<file path="config.mk">
export PLATFORM = sky130hd
export DESIGN_NAME = sfir_res_q
export DESIGN_NICKNAME = d
export VERILOG_FILES = /design/src/rtl/sfir_pkg.sv /design/src/rtl/sfir_res_q.sv
export SDC_FILE = /design/constraint.sdc
export NUM_CORES = 1
export LEC_CHECK = 0
export BUFFER_PORTS_ARGS = -buffer_cell sky130_fd_sc_hd__buf_2
export CAP_MARGIN = 20
export CORE_MARGIN = 2
export CORE_UTILIZATION = 49
export CTS_BUF_LIST = sky130_fd_sc_hd__clkbuf_4 sky130_fd_sc_hd__clkbuf_8
export DETAILED_ROUTE_END_ITERATION = 12
export MAX_ROUTING_LAYER = met4
export PLACE_DENSITY_LB_ADDON = 0.1
export RECOVER_POWER = 100
export SKIP_CTS_REPAIR_TIMING = 1
export SYNTH_ARGS = -nofsm -noshare
export SYNTH_HDL_FRONTEND = slang
export SYNTH_SLANG_ARGS = --single-unit
</file>
<file path="constraint.sdc">
create_clock -name i_clk -period 2.6 [get_ports i_clk]
set_clock_uncertainty 0.1 [all_clocks]
set_input_delay 0.13 -clock i_clk [delete_from_list [all_inputs] [get_ports i_clk]]
set_output_delay 0.13 -clock i_clk [all_outputs]
set_load 0.03 [all_outputs]
</file>
<file path="src/rtl/sfir_pkg.sv">
// Shared types and constants for the stereo FIR filter.
// Used by the front end, the MAC engine, the result queue and the top level.
package sfir_pkg;

    // Opcode field values of an input word.
    localparam logic OP_SAMPLE = 1'b0;
    localparam logic OP_LOAD   = 1'b1;

    // Only tap indexes below this can be addressed by a load word.
    localparam int COEF_SLOTS = 256;

    // Depth of the command queue and of the result queue.
    localparam int Q_DEPTH = 2;

    typedef enum logic {
        CMD_SAMPLE,
        CMD_LOAD
    } t_cmd_kind;

    typedef struct packed {
        t_cmd_kind   kind;
        logic        channel;
        logic [15:0] data;
        logic [7:0]  tap;
    } t_cmd;

    typedef struct packed {
        logic        channel;
        logic [31:0] filtered;
    } t_result;

    typedef enum logic [1:0] {
        ST_IDLE,
        ST_MAC,
        ST_DRAIN,
        ST_PUSH
    } t_back_state;

endpackage

</file>
<file path="src/rtl/sfir_res_q.sv">
// Two-entry result queue of the stereo FIR filter, between the MAC engine
// and the output ports. Depends on sfir_pkg.
module sfir_res_q
    import sfir_pkg::*;
(
    input  logic    i_clk,
    input  logic    i_rst_n,
    input  logic    i_push,
    input  t_result i_res,
    output logic    o_full,
    output logic    empty,
    input  logic    pop,
    output t_result o_res
);

    t_result    r_q [Q_DEPTH];
    logic       r_wr_ptr;
    logic       r_rd_ptr;
    logic [1:0] r_cnt;

    logic enq;
    logic deq;

    assign o_full = (r_cnt == 2'(Q_DEPTH));
    assign empty  = (r_cnt == 2'd0);
    assign o_res  = r_q[r_rd_ptr];
    assign enq    = i_push && !o_full;
    assign deq    = pop && !empty;

    always_ff @(posedge i_clk) begin
        if (enq) begin
            r_q[r_wr_ptr] <= i_res;
        end
    end

    always_ff @(posedge i_clk) begin
        if (!i_rst_n) begin
            r_wr_ptr <= 1'b0;
            r_rd_ptr <= 1'b0;
            r_cnt    <= 2'd0;
        end else begin
            if (enq) begin
                r_wr_ptr <= ~r_wr_ptr;
            end
            if (deq) begin
                r_rd_ptr <= ~r_rd_ptr;
            end
            r_cnt <= r_cnt + 2'(enq) - 2'(deq);
        end
    end

endmodule

</file>
; ---- Word-level counts from Yosys, hierarchy flattened
; Memories as Yosys holds them, arrays and structs flattened. A register that Yosys moved wholly into a read port is not among the register bits.
; Cells that the tools add are included.
[word_totals]
reg_bits = 4
latchBits = 0
ram_bits = 66
rom_bits = 0
input_bits = 37
n_memories = 1
[mem_list]
columns = name, depth, word_bits, read_ports, rd_clocked_by_memory_dff, write_ports, line
row1 = r_q, 2, 33, 1, 1, 1, sfir_res_q.sv:16  ; t_result r_q [Q_DEPTH];
[classes]
addsub = 2
mul = 0
div_mod_pow = 0
magnitude_cmp = 0
n_eq_ne = 1
shifts = 0
n_mux = 4
n_bitwise = 2
n_reduce_logical = 5
[op_table]
columns = cell, n
row1 = $mux W1, 4
row2 = $add A2 B1 Y2, 1
row3 = $eq A2 B2 Y1 const B, 1
row4 = $logic_and A1 B1 Y1, 2
row5 = $logic_not A1 Y1, 2
row6 = $logic_not A2 Y1, 1
row7 = $not A1 Y1, 2
row8 = $sub A2 B1 Y2, 1

; ---- Longest topological paths before layout
[depth]
ltp_word = 5
ltp_mapped = 8

; ---- Least setup slack after synthesis
; No wires, ideal clock.
[synth_path]
kind = register to register
start = reg r_cnt[0]
end = mem r_q[0][0] (netlist name) (enable)
setup_ns = 0.423
arrival_ns = 1.986
slack_ns = 0.091
path_stages_with_launch = 4
n_path_buf = 0
period_less_slack_ns = 2.509
path_cell_list = dfxtp_1 -> nand2b_1 -> nand2_1 -> nor2_1
[synth_via]
elab_chain_len = 5
[synth_rtl]
columns = item, line
row1 = start: declaration, sfir_res_q.sv:19  ; logic [1:0] r_cnt;
row2 = start signal: assignment, sfir_res_q.sv:48  ; r_cnt <= r_cnt + 2'(enq) - 2'(deq);
row3 = $eq A2 B2 Y1, sfir_res_q.sv:24  ; assign o_full = (r_cnt == 2'(Q_DEPTH));
row4 = $logic_not A1 Y1, sfir_res_q.sv:27  ; assign enq = i_push && !o_full;
row5 = $logic_and A1 B1 Y1, sfir_res_q.sv:27
row6 = $mux W1, sfir_res_q.sv:31  ; if (enq) begin
row7 = $mux W1 (not written as such), sfir_res_q.sv:32  ; r_q[r_wr_ptr] <= i_res;
row8 = end: declaration, sfir_res_q.sv:16
; No other way between the ends.

==> results.toml <==
[pwr]
power_frac_seq = 0.447
sw_frac_of_total = 0.3487
ir_drop_mv = 0.6074
power_frac_clock = 0.201
combPwrFrac = 0.352
internal_power_mw = 2.307
power.leakage_nw = 1.352
p_switching_mw = 1.236
power_density_mw_per_mm2 = 981.1

[synthesis]
yosys.area.top_type = "edfxtp_1"
netlist_instances = 130
synth_enable_flop_cells = 66
yosysTopAreaCellShare = 0.7151
ys_types = 18
synthSimpleGateAreaFrac = 0.02257
ys_top_cells_by_area = "edfxtp_1 72%, mux2_4 16%, dfxtp_1 3.6%"
synth_top_family_by_area = "multiplexers"
avgSynthCellArea_um2 = 21.32
synth_xor_area_frac = 0.006321
async_flop_share = 0
synth_common_cells = "66 x edfxtp_1, 30 x mux2_4, 5 x dfxtp_1, 5 x nor2_1"
synth_warnings = 0
synth_fa_ha_area_frac = 0.009029
synth_seq_cells = 71
ys_seq_area_frac = 0.7512
syn-num-nets = 169
synth_compound_area_frac = 0.002709
synth_ff_type = "edfxtp_1"
syn_area_mm2 = 0.002771
synthMuxAreaShare = 0.1783
synth.most_common_cell = "edfxtp_1"

[clocking]
clk_latency_ns = 0.33
clk_pin_slew_worst_paths_ns = 0.06
cts_tree = "built"
cts_buffer_depth = 2
root_buffer = "clkbuf_8"
cts_buffers = 9
cts.htree.levels = 3
cts_num_sinks = 71

[sta]
tightest_slew_ns = 0.8498
hold_viol_final = 0
fin_crit_sh = 0.7855
grt_setup_unrepaired = "no"
period_needed_ns = 2.042
setup_tns_ns = 0
slew_headroom = 0.4328
drv_slew = 0
setup_viol = 0
fmax_ghz = 0.4896

[global_route]
grt_first_pass_wirelength_um = 6630
grt_max_degree = 34
gr-usage-all-layers = 0.1516
first_global_vias = 1440
antenna_found_initial = 0
overflow = 0

[critical_path]
rr_worst_depth = 4
required_ns = 2.37
critPathArrivalTime_ns = 1.81
rrSetupSlack_ns = 0.60
cp_max_fo = 17
critPathLaunchType = "register"
crit_cells = 3
crit_type = "register to output pin"
path_cells = "buf_12 > mux2_2 > clkbuf_1"
reg2reg_from = "r_cnt[0]"
cp_top_family = "flip-flops"
crit_path_top_delay_cell = "dfxtp_2"
worst-path-buf-inv = 2
rr_endpoint = "r_q[0][18]"
max_stage_delay_ns = 0.66
endpoint_kind = "output pin"

[floorplan]
die_h_um = 79.21
core_mm2 = 0.005473
num_rows = 27
io_pins = 72
die-area_mm2 = 0.006273
die_width_um = 79.21
initial_core_util = 0.5064

[placement]
port_buffers = 71
dpl.hpwl_um = 2935
place_congestion = 0.6330

[run]
drv_cap = 0

[route]
routed_wirelength_um = 4675
drtIter0Drc = 59
detail-route-antenna-nets = 0
wl_per_cell_um = 14.56
num_vias = 1501
vias_per_cell = 4.676
first_pass_iters = 4
drc_errors = 0

[layout]
syn2layout_area_growth_pct = 30.29
post-route-util = 0.6598
layout-drive-gt1-share = 0.2892
n_antenna_cell = 0
nets = 283

[run_status]
status = "finished, final reports clean"

[worst_hold_path]
min_to = "r_wr_ptr"
whs_path_depth = 3
hold_path_class = "input port to register"
hp-start = "i_push"
-- cell type report --
class | count | area (um2)
inverter | 3 | 11.26
clock buffer | 10 | 131.4
timing repair buffer | 107 | 679.4
clock inverter | 6 | 27.53
multi-input combinational | 52 | 588.1
tap | 72 | 90.09
sequential | 71 | 2083
fill | 427 | 1862
-- per-layer routing --
metal	GRT usage	share of wire	routed length, um
met1	0.1571	0.40	1857
met2	0.2492	0.53	2457
met3	0.05227	0.053	249
met4	0.09138	0.024	111
met5	-	0	0
-- power by group through the flow --
stage	Clock [mW]	Sequential, mW	Combinational [mW]
6_report	0.714	1.58	1.25
5_1_grt	0.784	1.61	1.33
4_1_cts	0.729	1.59	1.30
3_5_place_dp	0	1.62	1.30
3_3_place_gp	0	1.60	1.27
2_1_floorplan	0	1.55	1.09
-- how the worst max path moves through the flow --
stage             start         end  slack (ns)
6_report       register   o_res[32]        0.56
5_1_grt        r_cnt[0]   r_q[0][4]        0.42
4_1_cts        register   o_res[32]        0.53
3_5_place_dp   r_cnt[0]    r_cnt[1]        0.75
3_3_place_gp   r_cnt[0]  r_q[1][13]        0.92
2_1_floorplan  r_cnt[0]   r_q[0][0]        0.09
-- state kept, by name (all words and copies together), names as in the netlist, named ones only --
name,count
r_q,66
r_cnt,2
r_rd_ptr,1
r_wr_ptr,1
-- layout by cell type, fill, tap and decap left out, types with 2 or more instances in the layout --
| master | instances |
|---|---|
| edfxtp_1 | 66 |
| clkinv_1 | 2 |
| inv_1 | 3 |
| clkbuf_1 | 45 |
| buf_12 | 2 |
| clkinv_2 | 4 |
| dfxtp_1 | 4 |
| nor2_1 | 4 |
| mux2_1 | 6 |
| and2_0 | 2 |
| dlygate4sd3_1 | 34 |
| nand2b_1 | 2 |
| mux2_4 | 24 |
| buf_2 | 23 |
| nand2_1 | 2 |
| ha_1 | 2 |
| clkbuf_2 | 3 |
| mux2_2 | 3 |
| clkbuf_8 | 9 |
-- metrics by stage --
step | total power [mW] | cells | area, um2 | setup WS [ns] | hold WS [ns]
6_report | 3.543 | 321 | 3611 | 0.5577 | 0.09422
5_1_grt | 3.715 | 321 | 3611 | 0.4210 | 0.1095
4_1_cts | 3.622 | 287 | 3354 | 0.5323 | -0.1289
3_5_place_dp | 2.915 | 271 | 3196 | 0.7512 | 0.2211
3_3_place_gp | 2.874 | 271 | 3196 | 0.9168 | 0.2177
2_1_floorplan | 2.638 | 130 | 2771 | 0.09080 | 0.1289
-- worst register-to-register path, delay by kind of cell, from the launching register on --
family	cells	cell delay, ns
flops	1	0.37
simple gates	3	0.98
buf+inv	1	0.26
-- kinds of logic after synthesis --
family                     Yosys count
buffers and inverters                7
adders and majority gates            2
muxes                               34
xor gates and xnor gates             2
DFF                                 71
and+or+nand+nor                     13
AOI/OAI and AO/OA                    1
Note: power is estimated with default switching activity, not from simulation.
