--- src/rtl/sfir_pkg.sv ---
// Shared types and constants for the stereo FIR filter.
// Used by the front end, the MAC engine, the result queue and the top level.
package sfir_pkg;

    // Opcode field values of an input word.
    localparam logic OP_SAMPLE = 1'b0;
    localparam logic OP_LOAD   = 1'b1;

    // Only tap indexes below this can be addressed by a load word.
    localparam int COEF_SLOTS = 256;

    // Depth of the command queue and of the result queue.
    localparam int Q_DEPTH = 2;

    typedef enum logic {
        CMD_SAMPLE,
        CMD_LOAD
    } t_cmd_kind;

    typedef struct packed {
        t_cmd_kind   kind;
        logic        channel;
        logic [15:0] data;
        logic [7:0]  tap;
    } t_cmd;

    typedef struct packed {
        logic        channel;
        logic [31:0] filtered;
    } t_result;

    typedef enum logic [1:0] {
        ST_IDLE,
        ST_MAC,
        ST_DRAIN,
        ST_PUSH
    } t_back_state;

endpackage

--- src/rtl/sfir_front.sv ---
// Front end of the stereo FIR filter: takes input words, classifies them
// and holds them in a two-entry command queue. Depends on sfir_pkg.
module sfir_front
    import sfir_pkg::*;
#(
    parameter int TAPS     = 256,
    parameter int CHANNELS = 2
) (
    input  logic        i_clk,
    input  logic        i_rst_n,
    input  logic        push,
    output logic        full,
    input  logic        i_opcode,
    input  logic        i_channel,
    input  logic [15:0] i_sample,
    input  logic [7:0]  i_tap_index,
    input  logic [15:0] i_coef_value,
    output logic        o_cmd_valid,
    output t_cmd        o_cmd,
    input  logic        i_cmd_take
);

    t_cmd       r_q [Q_DEPTH];
    logic       r_wr_ptr;
    logic       r_rd_ptr;
    logic [1:0] r_cnt;

    t_cmd cmd_new;
    logic keep;
    logic enq;
    logic deq;

    always_comb begin
        cmd_new = '0;
        keep    = 1'b1;
        unique case (i_opcode)
            OP_LOAD: begin
                cmd_new.kind = CMD_LOAD;
                cmd_new.data = i_coef_value;
                cmd_new.tap  = i_tap_index;
                // A load beyond the coefficient store is dropped here.
                keep = (32'(i_tap_index) < 32'(TAPS));
            end
            default: begin
                cmd_new.kind    = CMD_SAMPLE;
                cmd_new.data    = i_sample;
                cmd_new.channel = (CHANNELS > 1) ? i_channel : 1'b0;
            end
        endcase
    end

    assign full        = (r_cnt == 2'(Q_DEPTH));
    assign o_cmd_valid = (r_cnt != 2'd0);
    assign o_cmd       = r_q[r_rd_ptr];
    assign enq         = push && !full && keep;
    assign deq         = i_cmd_take && o_cmd_valid;

    always_ff @(posedge i_clk) begin
        if (enq) begin
            r_q[r_wr_ptr] <= cmd_new;
        end
    end

    always_ff @(posedge i_clk) begin
        if (!i_rst_n) begin
            r_wr_ptr <= 1'b0;
            r_rd_ptr <= 1'b0;
            r_cnt    <= 2'd0;
        end else begin
            if (enq) begin
                r_wr_ptr <= ~r_wr_ptr;
            end
            if (deq) begin
                r_rd_ptr <= ~r_rd_ptr;
            end
            r_cnt <= r_cnt + 2'(enq) - 2'(deq);
        end
    end

endmodule

--- config.mk ---
export PLATFORM = sky130hd
export DESIGN_NAME = sfir_front
export DESIGN_NICKNAME = d
export VERILOG_FILES = /design/src/rtl/sfir_pkg.sv /design/src/rtl/sfir_front.sv
export SDC_FILE = /design/constraint.sdc
export NUM_CORES = 1
export LEC_CHECK = 0
export BUFFER_PORTS_ARGS = -buffer_cell sky130_fd_sc_hd__buf_2
export CAP_MARGIN = 10
export CORE_MARGIN = 2
export CORE_UTILIZATION = 30
export CTS_BUF_LIST = sky130_fd_sc_hd__clkbuf_8
export CTS_CLUSTER_SIZE = 25
export DETAILED_ROUTE_END_ITERATION = 6
export HOLD_SLACK_MARGIN = 0.03
export PLACE_DENSITY = 0.49
export SLEW_MARGIN = 20
export SYNTH_ARGS = -nofsm -noshare
export SYNTH_HDL_FRONTEND = slang
export SYNTH_SLANG_ARGS = --single-unit
--- constraint.sdc ---
create_clock -name i_clk -period 6.6 [get_ports i_clk]
set_input_delay 0 -clock i_clk [delete_from_list [all_inputs] [get_ports i_clk]]
set_output_delay 0 -clock i_clk [all_outputs]
set_load 0.01 [all_outputs]
Word-level counts from Yosys, hierarchy flattened
Memory sizes are Yosys's and may differ from the RTL's. A register that Yosys moved wholly into a read port is not among the register bits.
Index checks and enable logic that the tools add are counted.
Word-level totals
  memory bits (writable): 52
  output and inout bits: 28
  bits in registers: 4
  memories: 1
Memory list
  r_q: depth 2, width 26, rd ports 1, clocked after Yosys merged registers in 1, wr ports 1, line sfir_front.sv:23  | t_cmd r_q [Q_DEPTH];
Cells by class
  bitwise logic cells: 2
  equal/unequal tests: 1
  mux-type cells: 8
  reduce and logical (&&, ||, !) cells: 4
  $add $sub $neg: 2
Operator list (count)
  $mux 16: 1
  $mux 8: 1
  $mux 1: 6
  $add 2x1->2: 1
  $eq 2x2->1 const B: 1
  $logic_and 1x1->1: 2
  $not 1->1: 2
  $reduce_bool 2->1: 1
  $sub 2x1->2: 1
  $logic_not 1->1: 1

Depth between registers and ports, before layout
  depth after elaboration: 5
  mapped depth: 8
  mapped depth without buffers: 8

Least setup slack after synthesis
No wires, ideal clock.
  path kind: register to register
  start: reg r_cnt[0]
  end: mem r_q[0][0] (netlist bit) (enable)
  stages on the path, launching flop included: 4
  period minus slack after synthesis: 2.096 ns
  library setup time: 0.409 ns
  data required time: 6.191 ns
  arrival: 1.687 ns
  path slack: 4.504 ns
  buffers on the path: 0
  cells stage by stage: dfxtp_1 nand2b_1 nand2_1 nor2_1
Between the ends
  word-level cells in the longest chain between the ends: 5
Ends and longest elaborated chain
  start, declared: line sfir_front.sv:26  | logic [1:0] r_cnt;
  start signal, assigned: line sfir_front.sv:76  | r_cnt <= r_cnt + 2'(enq) - 2'(deq);
  $eq 2x2->1: line sfir_front.sv:52  | assign full = (r_cnt == 2'(Q_DEPTH));
  $logic_not 1->1: line sfir_front.sv:55  | assign enq = push && !full && keep;
  $logic_and 1x1->1: line sfir_front.sv:55
  $mux 1: line sfir_front.sv:59  | if (enq) begin
  $mux 1 (not written as such): line sfir_front.sv:60  | r_q[r_wr_ptr] <= cmd_new;
  end, declared: line sfir_front.sv:23
No other way between the ends.

==> reports/qor.txt <==
Status: finished clean
Ys async rst share: 0%
CTS tree: built
Layout cell share with drive strength beyond 1: 49.6%
Slowest cell on crit path: dfxtp_2
Final nets: 305
TritonCTS buffer count: 9
Pint: 0.762 mW
Clk pin slew, worst setup/hold paths: 0.06 ns
Initial core utilization: 30.9%
Reg area: 1660 um^2
Post-synth top area cell: edfxtp_1
Clk root buf: clkbuf_8
CP Depth: 2
Most common cell in the netlist: edfxtp_1
Slew Viols, Final: 0
Diode count: 0
Total GRT Usage: 10.5%
Syn Inst Count: 135
Critical path class: reg -> out
Fill cells: 781
Initial antenna violation count: 0
Placeable Area: 8180 um^2
Worst Tran Pin Value: 0.849 ns
Detail Route Antenna Nets: 0
I/O pins: 74
EDFF count, synth: 52
Top-area cell type share of the netlist area: 61.7%
Combinational Power Share: 28.4%
Max-Cap Viols: 0
FP Rows: 33
Required time worst endpoint: 6.60 ns
Die height: 95.8 um
Die width: 95.8 um
DR DRC count: 0
Worst-path fanout max: 26
Via Count: 1,522
Switching Power: 0.287 mW
Most frequent cells after synthesis: 52 x edfxtp_1, 31 x mux2_4, 11 x mux2_2, 9 x and2_1, 5 x dfxtp_1
Clock Sinks: 57
Number of global-route vias before repair: 1,512
Initial drt markers: 92
Period Utilization, post-route: 26.9%
Max-Slew Margin vs Limit: 43.4%
Synth-to-Final Area Change: 39.5%
Worst r2r path cells: 8
Primary FF master, synth: edfxtp_1
Die Area: 9180 um^2
Cells along the critical path: mux2_2, buf_2
Flops & latches, synth: 57
Clk pwr share: 23.7%
Synthesized area: 2530 um^2
Unrepaired setup endpoints after global routing: no
PortBufs: 73
Placed cell count: 309
Hold crit path type: in -> reg
Crit end category: primary output
Post-Route Setup TNS: 0 ns
CP peak stage delay: 0.88 ns
Hold Slack: 0.0635 ns
Hold Fails Final Rpt: 0
Fin area: 3530 um^2
Clock latency on the worst-skew pair: 0.32 ns
Min Tclk post-route: 1.77 ns
Max Clock Freq: 564 MHz
Synthesis warning total: 0
Crit start category: flip-flop
Flop2flop setup slack: 5.02 ns
Max Root-Sink Buffers: 2
Clock Skews: 0.00490 ns
Placed cell areas: 2960 um^2
Multi-input logic area: 771 um^2
Placer Congestion: 0.627
Max VDD drop: 0.144 mV
Ranking of synthesized cells by area: edfxtp_1 62%, mux2_4 18%, mux2_2 4.9%, dfxtp_1 4.0%, and2_1 2.2%
DR pass1 iterations: 2
Synth Net Count: 183
Hold depth: 2
Grt ovf: 0
Sequential share of power: 47.8%
Mapped Avg Cell Area: 18.7 um^2
First-pass GRT wire length: 6.94 mm
Post-DP HPWL: 2.91 mm
Largest net degree at the start of global routing: 28
Sw frac: 27.3%
Worst path bufs/invs: 1
Worst path arrival time: 1.77 ns
H-tree depth: 3
Via density: 4.15
Power per cell area: 297 nW/um^2
Post-CTS repair timing setup buffer count: 0
DRT Wirelength: 4.59 mm
Post-synthesis cell type count: 20
Critical path's top delay family: flip-flops
Register area share after synthesis: 65.7%
Non-Filler Instances: 367
Leak pwr: 1.47 nW
Finished Core Util: 43.2%
Setup violations, final: 0
Post-DR wirelength/cell: 12.5 um
-- per-stage QoR --
stage | setup WS (ns) | power (mW)
finish | 4.83 | 1.05
global route | 4.70 | 1.11
CTS | 4.76 | 1.07
detailed placement | 5.02 | 0.794
global placement | 5.05 | 0.794
floorplan | 4.50 | 0.710
-- per-layer routing --
layer	GRT usage (%)	wire length (um)	share of wire, %	up-vias
met5	0	0	0	-
met4	3.45	48	1.0	0
met3	4.93	320	7.0	5
met2	17.5	2220	48	47
met1	11.8	2010	44	723
li1	-	-	-	747
-- final cells by class --
type                            count  area share [%]
Inverter                            3           0.319
Sequential cell                    57            47.1
Clock inverter                      7           0.780
Multi-Input combinational cell     69            21.8
Tap cell                          105            3.72
Clock buffer                        9            3.51
Timing Repair Buffer              117            22.7
-- cells in the final DEF, fill, tap and decap left out, drive strengths merged --
cell type and instances:
nor2b 1, xnor2 2, or2 1, dlygate4sd3 42, dfxtp 5, nand2 2
o21a 1, mux2 42, mux2i 1, and2 9, clkinv 7, buf 75
and3 1, nand2b 2, edfxtp 52, ha 2, xor2 1, clkbuf 9
inv 3, nor2 4
-- logic make-up after synthesis --
group	after synthesis	synth area share, %
DFF	57	65.7
muxes	43	23.7
and+or+nand+nor	20	4.35
buffers and inverters	9	3.96
xor gates and xnor gates	3	1.04
adders and majority gates	2	0.989
AOI/OAI and AO/OA	1	0.297
-- registers in the layout, indices dropped and copies added (netlist names), named ones only --
register  count
r_q          52
r_cnt         2
r_rd_ptr      1
r_wr_ptr      1
-- worst register-to-register path: stages (launching register included) --
cell	delay, ns
dfxtp_1	0.36
nand2b_1	0.16
nand2_1	0.12
ha_1	0.29
inv_1	0.04
ha_1	0.17
xor2_1	0.15
xnor2_1	0.13
nor2_1	0.05
-- power groups by stage --
stage	clock network [mW]	logic (mW)	registers, mW
2_1_floorplan	0	0.230	0.480
3_3_place_gp	0	0.284	0.510
3_5_place_dp	0	0.282	0.512
4_1_cts	0.261	0.306	0.504
5_1_grt	0.280	0.325	0.510
6_report	0.249	0.298	0.502
-- repair_timing --
item	in CTS	in global routing
endpoints found under the hold margin	53	0
resized for setup	0	0
setup endpoints to repair	0	0
hold buffers	42	0
-- final timing paths --
path | start | to
max reg2reg | r_cnt[0]$_SDFF_PN0_ | r_cnt[1]$_SDFF_PN0_
min | i_channel | r_q[1][24]$_DFFE_PP_
min reg2reg | r_wr_ptr$_SDFFE_PN0N_ | r_wr_ptr$_SDFFE_PN0N_
max | flip-flop | o_cmd[25]
(Power assumes the default switching activity.)
